### src/rtl/ffr_pkg.sv
// ----------------------------------------------------------------------------
// ffr_pkg
// Shared types and constants for the flag delimited frame receiver.
// ----------------------------------------------------------------------------
package ffr_pkg;

  localparam int unsigned ByteW  = 8;
  localparam int unsigned PosW   = 9;
  localparam int unsigned StatW  = 3;
  localparam int unsigned RegIdxW = 2;

  localparam logic [ByteW-1:0] StartFlagRst = 8'h69;
  localparam logic [ByteW-1:0] EndFlagRst   = 8'h96;
  localparam logic [PosW-1:0]  MaxFrameRst  = 9'd200;

  // start flag, opcode, length, checksum, end flag
  localparam logic [PosW-1:0] FrameOverhead = 9'd5;

  localparam logic [PosW-1:0] PosStart  = 9'd0;
  localparam logic [PosW-1:0] PosOpcode = 9'd1;
  localparam logic [PosW-1:0] PosLength = 9'd2;
  localparam logic [PosW-1:0] PosMax    = 9'd259;

  localparam logic [RegIdxW-1:0] RegStartFlag = 2'd0;
  localparam logic [RegIdxW-1:0] RegEndFlag   = 2'd1;
  localparam logic [RegIdxW-1:0] RegMaxFrame  = 2'd2;

  typedef enum logic [StatW-1:0] {
    ST_DISCARD = 3'd0,
    ST_ACCEPT  = 3'd1,
    ST_DONE    = 3'd2,
    ST_BAD_END = 3'd3,
    ST_BAD_LEN = 3'd4
  } status_e;

  typedef struct packed {
    logic [ByteW-1:0] sof_byte;
    logic [ByteW-1:0] eof_byte;
    logic [PosW-1:0]  max_frame_bytes;
  } cfg_t;

  typedef struct packed {
    status_e          status;
    logic [ByteW-1:0] data_byte;
    logic [PosW-1:0]  position;
  } res_t;

endpackage

### src/rtl/ffr_core.sv
// ----------------------------------------------------------------------------
// ffr_core
// Frame position tracking and per-byte classification.
// ----------------------------------------------------------------------------
module ffr_core
  import ffr_pkg::*;
(
  input  logic             clk_i,
  input  logic             rst_ni,
  input  logic             accept_i,
  input  logic [ByteW-1:0] rx_byte_i,
  input  cfg_t             cfg_i,
  output res_t             res_o
);

  logic [PosW-1:0]  count_q, count_d;
  logic [ByteW-1:0] len_q, len_d;
  logic [PosW-1:0]  last_pos;
  logic [PosW-1:0]  frame_size;

  assign last_pos   = {1'b0, len_q} + FrameOverhead - 9'd1;
  assign frame_size = {1'b0, rx_byte_i} + FrameOverhead;

  always_comb begin
    count_d         = count_q;
    len_d           = len_q;
    res_o.status    = ST_ACCEPT;
    res_o.data_byte = rx_byte_i;
    res_o.position  = count_q;
    case (count_q)
      PosStart: begin
        if (rx_byte_i == cfg_i.sof_byte) begin
          count_d = PosOpcode;
        end else begin
          res_o.status = ST_DISCARD;
        end
      end
      PosOpcode: begin
        count_d = PosLength;
      end
      PosLength: begin
        if (frame_size > cfg_i.max_frame_bytes) begin
          res_o.status = ST_BAD_LEN;
          count_d      = PosStart;
          len_d        = '0;
        end else begin
          len_d   = rx_byte_i;
          count_d = PosLength + 9'd1;
        end
      end
      default: begin
        if (count_q >= last_pos) begin
          res_o.status = (rx_byte_i == cfg_i.eof_byte) ? ST_DONE : ST_BAD_END;
          count_d      = PosStart;
          len_d        = '0;
        end else begin
          count_d = count_q + 9'd1;
        end
      end
    endcase
  end

  always_ff @(posedge clk_i or negedge rst_ni) begin
    if (!rst_ni) begin
      count_q <= '0;
      len_q   <= '0;
    end else if (accept_i) begin
      count_q <= count_d;
      len_q   <= len_d;
    end
  end

endmodule

### src/rtl/flag_delimited_frame_receiver.sv
// ----------------------------------------------------------------------------
// flag_delimited_frame_receiver
// Hunts for start flag framed packets and reports every received byte with
// its frame offset and a status code.
// ----------------------------------------------------------------------------
// result: registered, shown in the cycle after its input word is accepted
// throughput: 1 word per cycle while the output is not stalled, set by the single result register
// input stalls only while a result is held and the output is stalled
// reset: registers take their default flags and maximum, receiver hunts
module flag_delimited_frame_receiver
  import ffr_pkg::*;
(
  input  logic               clk_i,
  input  logic               rst_ni,
  input  logic               cfg_we_i,
  input  logic [RegIdxW-1:0] cfg_idx_i,
  input  logic [PosW-1:0]    cfg_wdata_i,
  input  logic               in_valid_i,
  output logic               in_stall_o,
  input  logic [ByteW-1:0]   rx_byte_i,
  output logic               out_valid_o,
  input  logic               out_stall_i,
  output logic [StatW-1:0]   status_o,
  output logic [ByteW-1:0]   data_byte_o,
  output logic [PosW-1:0]    position_o
);

  cfg_t cfg_q;
  res_t res_d, res_q;
  logic out_valid_q;
  logic in_accept;

  assign in_stall_o = out_valid_q && out_stall_i;
  assign in_accept  = in_valid_i && !in_stall_o;

  always_ff @(posedge clk_i or negedge rst_ni) begin
    if (!rst_ni) begin
      cfg_q.sof_byte        <= StartFlagRst;
      cfg_q.eof_byte        <= EndFlagRst;
      cfg_q.max_frame_bytes <= MaxFrameRst;
    end else if (cfg_we_i) begin
      unique case (cfg_idx_i)
        RegStartFlag: cfg_q.sof_byte        <= cfg_wdata_i[ByteW-1:0];
        RegEndFlag:   cfg_q.eof_byte        <= cfg_wdata_i[ByteW-1:0];
        RegMaxFrame:  cfg_q.max_frame_bytes <= cfg_wdata_i;
        default: ;
      endcase
    end
  end

  ffr_core u_core (
    .clk_i     (clk_i),
    .rst_ni    (rst_ni),
    .accept_i  (in_accept),
    .rx_byte_i (rx_byte_i),
    .cfg_i     (cfg_q),
    .res_o     (res_d)
  );

  always_ff @(posedge clk_i or negedge rst_ni) begin
    if (!rst_ni) begin
      out_valid_q <= 1'b0;
    end else if (in_accept) begin
      out_valid_q <= 1'b1;
    end else if (!out_stall_i) begin
      out_valid_q <= 1'b0;
    end
  end

  always_ff @(posedge clk_i) begin
    if (in_accept) begin
      res_q <= res_d;
    end
  end

  assign out_valid_o = out_valid_q;
  assign status_o    = res_q.status;
  assign data_byte_o = res_q.data_byte;
  assign position_o  = res_q.position;

endmodule

### config.mk
export PLATFORM = sky130hd
export DESIGN_NAME = flag_delimited_frame_receiver
export DESIGN_NICKNAME = d
export VERILOG_FILES = /design/src/rtl/ffr_pkg.sv /design/src/rtl/ffr_core.sv /design/src/rtl/flag_delimited_frame_receiver.sv
export SDC_FILE = /design/constraint.sdc
export NUM_CORES = 1
export LEC_CHECK = 0
export BUFFER_PORTS_ARGS = -buffer_cell sky130_fd_sc_hd__buf_2
export CAP_MARGIN = 20
export CORE_MARGIN = 2
export CORE_UTILIZATION = 40
export CTS_CLUSTER_SIZE = 30
export DETAILED_ROUTE_END_ITERATION = 10
export SYNTH_ARGS = -nofsm -noshare
export SYNTH_HDL_FRONTEND = slang
export SYNTH_SLANG_ARGS = --single-unit
export TNS_END_PERCENT = 1
### constraint.sdc
create_clock -name clk_i -period 2.95 [get_ports clk_i]
set_input_delay 0 -clock clk_i [delete_from_list [all_inputs] [get_ports clk_i]]
set_output_delay 0 -clock clk_i [all_outputs]
set_load 0.005 [all_outputs]
==> impl_results.md <==
* Slew HR at 43.6%
* Later-pin clock latency in the skew report at 0.35 ns
* Number of hold violations in the final report at 0
* Fin Clk Skew at 0.00790 ns
* Critical Path RT at 3.20 ns
* Clock Path Buffers at 2
* Fmax achieved at 0.368 GHz
* DRC viols at 0
* Input/output buffers at 45
* Pwr Density at 716 nW/µm²
* Synth Cell Area at around 3400 µm²
* Vias at around 2400
* Final Power at 2960 µW
* Tightest Pin Transition at 0.845 ns
* H-tree lvl count at 3
* Int Pwr at 1960 µW
* Final Slew Violations at 0
* Ports at 46
* Top_reg_cell synth: dfrtp_1
* Minimum clock period at 2.71 ns
* Ys async rst share at 68.3%
* Cts bufs inserted at 9
* Crit path launch type: register
* Fin util at 50.4%
* CTS sink cnt at between 60 and 70
* CTS tree: done
* Vias per cell at 5.20
* Net Sw Frac at 33.8%
* First-pass iteration count of the detailed router at 4
* Area leader, netlist: dfrtp_1
* EDFF count, synth at 20
* Synth Net Count at 331
* Die Width at 95.9 µm
* RSZ-0062 raised after global routing: no
* TNS Setup at 0 ns
* Row count at 33
* Area added between synthesis and finish at 22.7%
* Final setup vio count at 0
* Yosys warns at 0
* Die area at 9190 µm²
* Post-Syn Area per Cell at 11.9 µm²
* Leak at approximately 0.0018 µW
* Syn Inst Count at 283
* Largest net degree at the start of global routing at 44
* Fin nets at a little over 400
* Clock root buffer: clkbuf_8
* First-pass GRT wire length at 12000 µm
* Synth cell types at 48
* Comb power frac at 33.7%
* Antenna diode count at 0
* Initial antenna violation count at 0
* CP Class: reg2reg
* Initial Util at 41.1%
* WL final at 7160 µm
* GRT Total Usage at ~18%
* Final ANT Viol Nets at 0
* Core Area at 8220 µm²
* Fillcell total at just under 800
* CP arrival at 2.97 ns
* Period utilization at 92.0%
* Share of cells above drive strength 1 at 30.6%
* Clock power share at 25.0%
* Status: finished clean
* GP Congestion at 0.876
* Synth Register Bits at 63
* Seq pwr share at approximately two fifths
* Area contributors post-synth: dfrtp_1, edfxtp_1, ha_1, dfstp_2, mux2_2
* Clock slew at reported path FFs at 0.07 ns
* Grt ovf at 0
* Critical path peak fanout at 9
* CP endpoint kind: register
* Drt wl/cell at 15.4 µm
* Top cell type's share of synthesized area at 23.7%
* Vias in the first global route at 2475
* Max Cap Viol at 0
* DR iter-0 viols at 82
* DP Wirelength at 5170 µm
* Part of the Yosys area used for sequential elements at 50.1%
* Switch Pwr at between 1000 and 1500 µW
* Worst VDD drop at between 0.3 and 0.4 mV
* HP Class: in2async
* Die Height at 95.9 µm
logic make-up after synthesis:
family,synth area share (%)
AO/OA/AOI/OAI,12.3
XOR/XNOR,6.75
adder cells (fa/ha/maj),8.90
buffers and inverters,3.60
flip-flops,50.1
multiplexers,8.34
AND/OR/NAND/NOR,9.97
power groups by stage:
stage,clock [µW],combinational (µW),sequential (µW)
floorplan,0,743,1210
global placement,0,964,1230
detailed placement,0,973,1240
CTS,766,1000,1220
global route,801,1130,1250
finish,742,1000,1220
worst paths after layout:
kind	startpoint	to	slack, ns	cells past startpoint
setup / recovery	u_core.len_q[2]	u_core.count_q[8]	0.24	10
hold / removal	rst_ni	out_valid_o	0.00008	2
setup reg to reg	u_core.len_q[2]	u_core.count_q[8]	0.24	10
hold reg to reg	u_core.len_q[1]	u_core.len_q[1]	0.51	1
max in group asynchronous	rst_ni	cfg_q[3]	2.44	3
min in group clk_i	rx_byte_i[1]	u_core.len_q[1]	0.01	2
layout make-up:
cell class,instances,area [µm²],share of cell area [%]
Sequential cell,63,1690,40.8
Multi-Input combinational cell,188,1560,37.7
Timing Repair Buffer,68,460,11.1
Clock buffer,12,176,4.26
Tap cell,105,131,3.17
Inverter,25,93.8,2.27
Clock inverter,4,25.0,0.604
layout by cell type, fill, tap and decap left out, drive strengths merged, types with 11 or more instances in the layout:
master	Yosys	routed
mux2	25	25
inv	25	26
buf	1	48
xor2	13	13
clkbuf	6	12
edfxtp	20	20
dfstp	11	11
nand2	12	12
dfrtp	32	32
a21oi	14	14
dlygate4sd3	0	20
xnor2	13	13
ha	24	24
state kept, by name, summed over array words and instances, names as in the netlist:
signal / count
cfg_q: 25
position_o: 9
u_core.count_q: 9
data_byte_o: 8
u_core.len_q: 8
status_o: 3
out_valid_o: 1
layer usage:
metal,track usage [%],up-vias,wire length [µm]
li1,-,1182,-
met1,20.5,1181,3090
met2,30.4,45,3700
met3,4.86,10,230
met4,7.62,0,132
met5,0,-,0
Yosys cell counts (all sizes together), types with 2 or more instances:
cell / n
a211oi: 3
a21o: 6
a21oi: 14
a22o: 8
a31oi: 2
and3: 4
clkbuf: 6
dfrtp: 32
dfstp: 11
edfxtp: 20
ha: 24
inv: 25
mux2: 25
nand2: 12
nand2b: 4
nand3: 10
nand3b: 2
nand4: 6
nor2: 5
nor3: 3
nor3b: 2
nor4: 4
o21ai: 7
o22ai: 6
o31ai: 2
xnor2: 13
xor2: 13
critical path, stage by stage, from the launching register on:
cell and delay (ns):
dfrtp_1 0.42, ha_1 0.25, nand3_1 0.09, xor2_1 0.16, ha_1 0.26, a21o_1 0.18
a21o_1 0.18, a211o_2 0.35, a21oi_2 0.35, nand2b_2 0.20, o22ai_1 0.18
timing repair:
| item | CTS | global route |
|---|---|---|
| endpoints found under the hold margin | 67 | 0 |
| setup buffers | 0 | 1 |
| hold buffers | 20 | 0 |
| endpoints found under the setup margin | 0 | 8 |
| gates resized for setup | 0 | 0 |
metrics by stage:
step           instance area [µm²]  std cells  worst slack [ns]  hold slack, ns
6_report                      4140        465             0.236       0.0000820
5_1_grt                       4140        465            0.0429         0.00723
2_1_floorplan                 3370        283             0.527          -0.296
3_3_place_gp                  3710        427             0.198           0.206
3_5_place_dp                  3710        427             0.163           0.217
4_1_cts                       4110        463            0.0833         0.00622
Power figures use the tool's default switching activity.
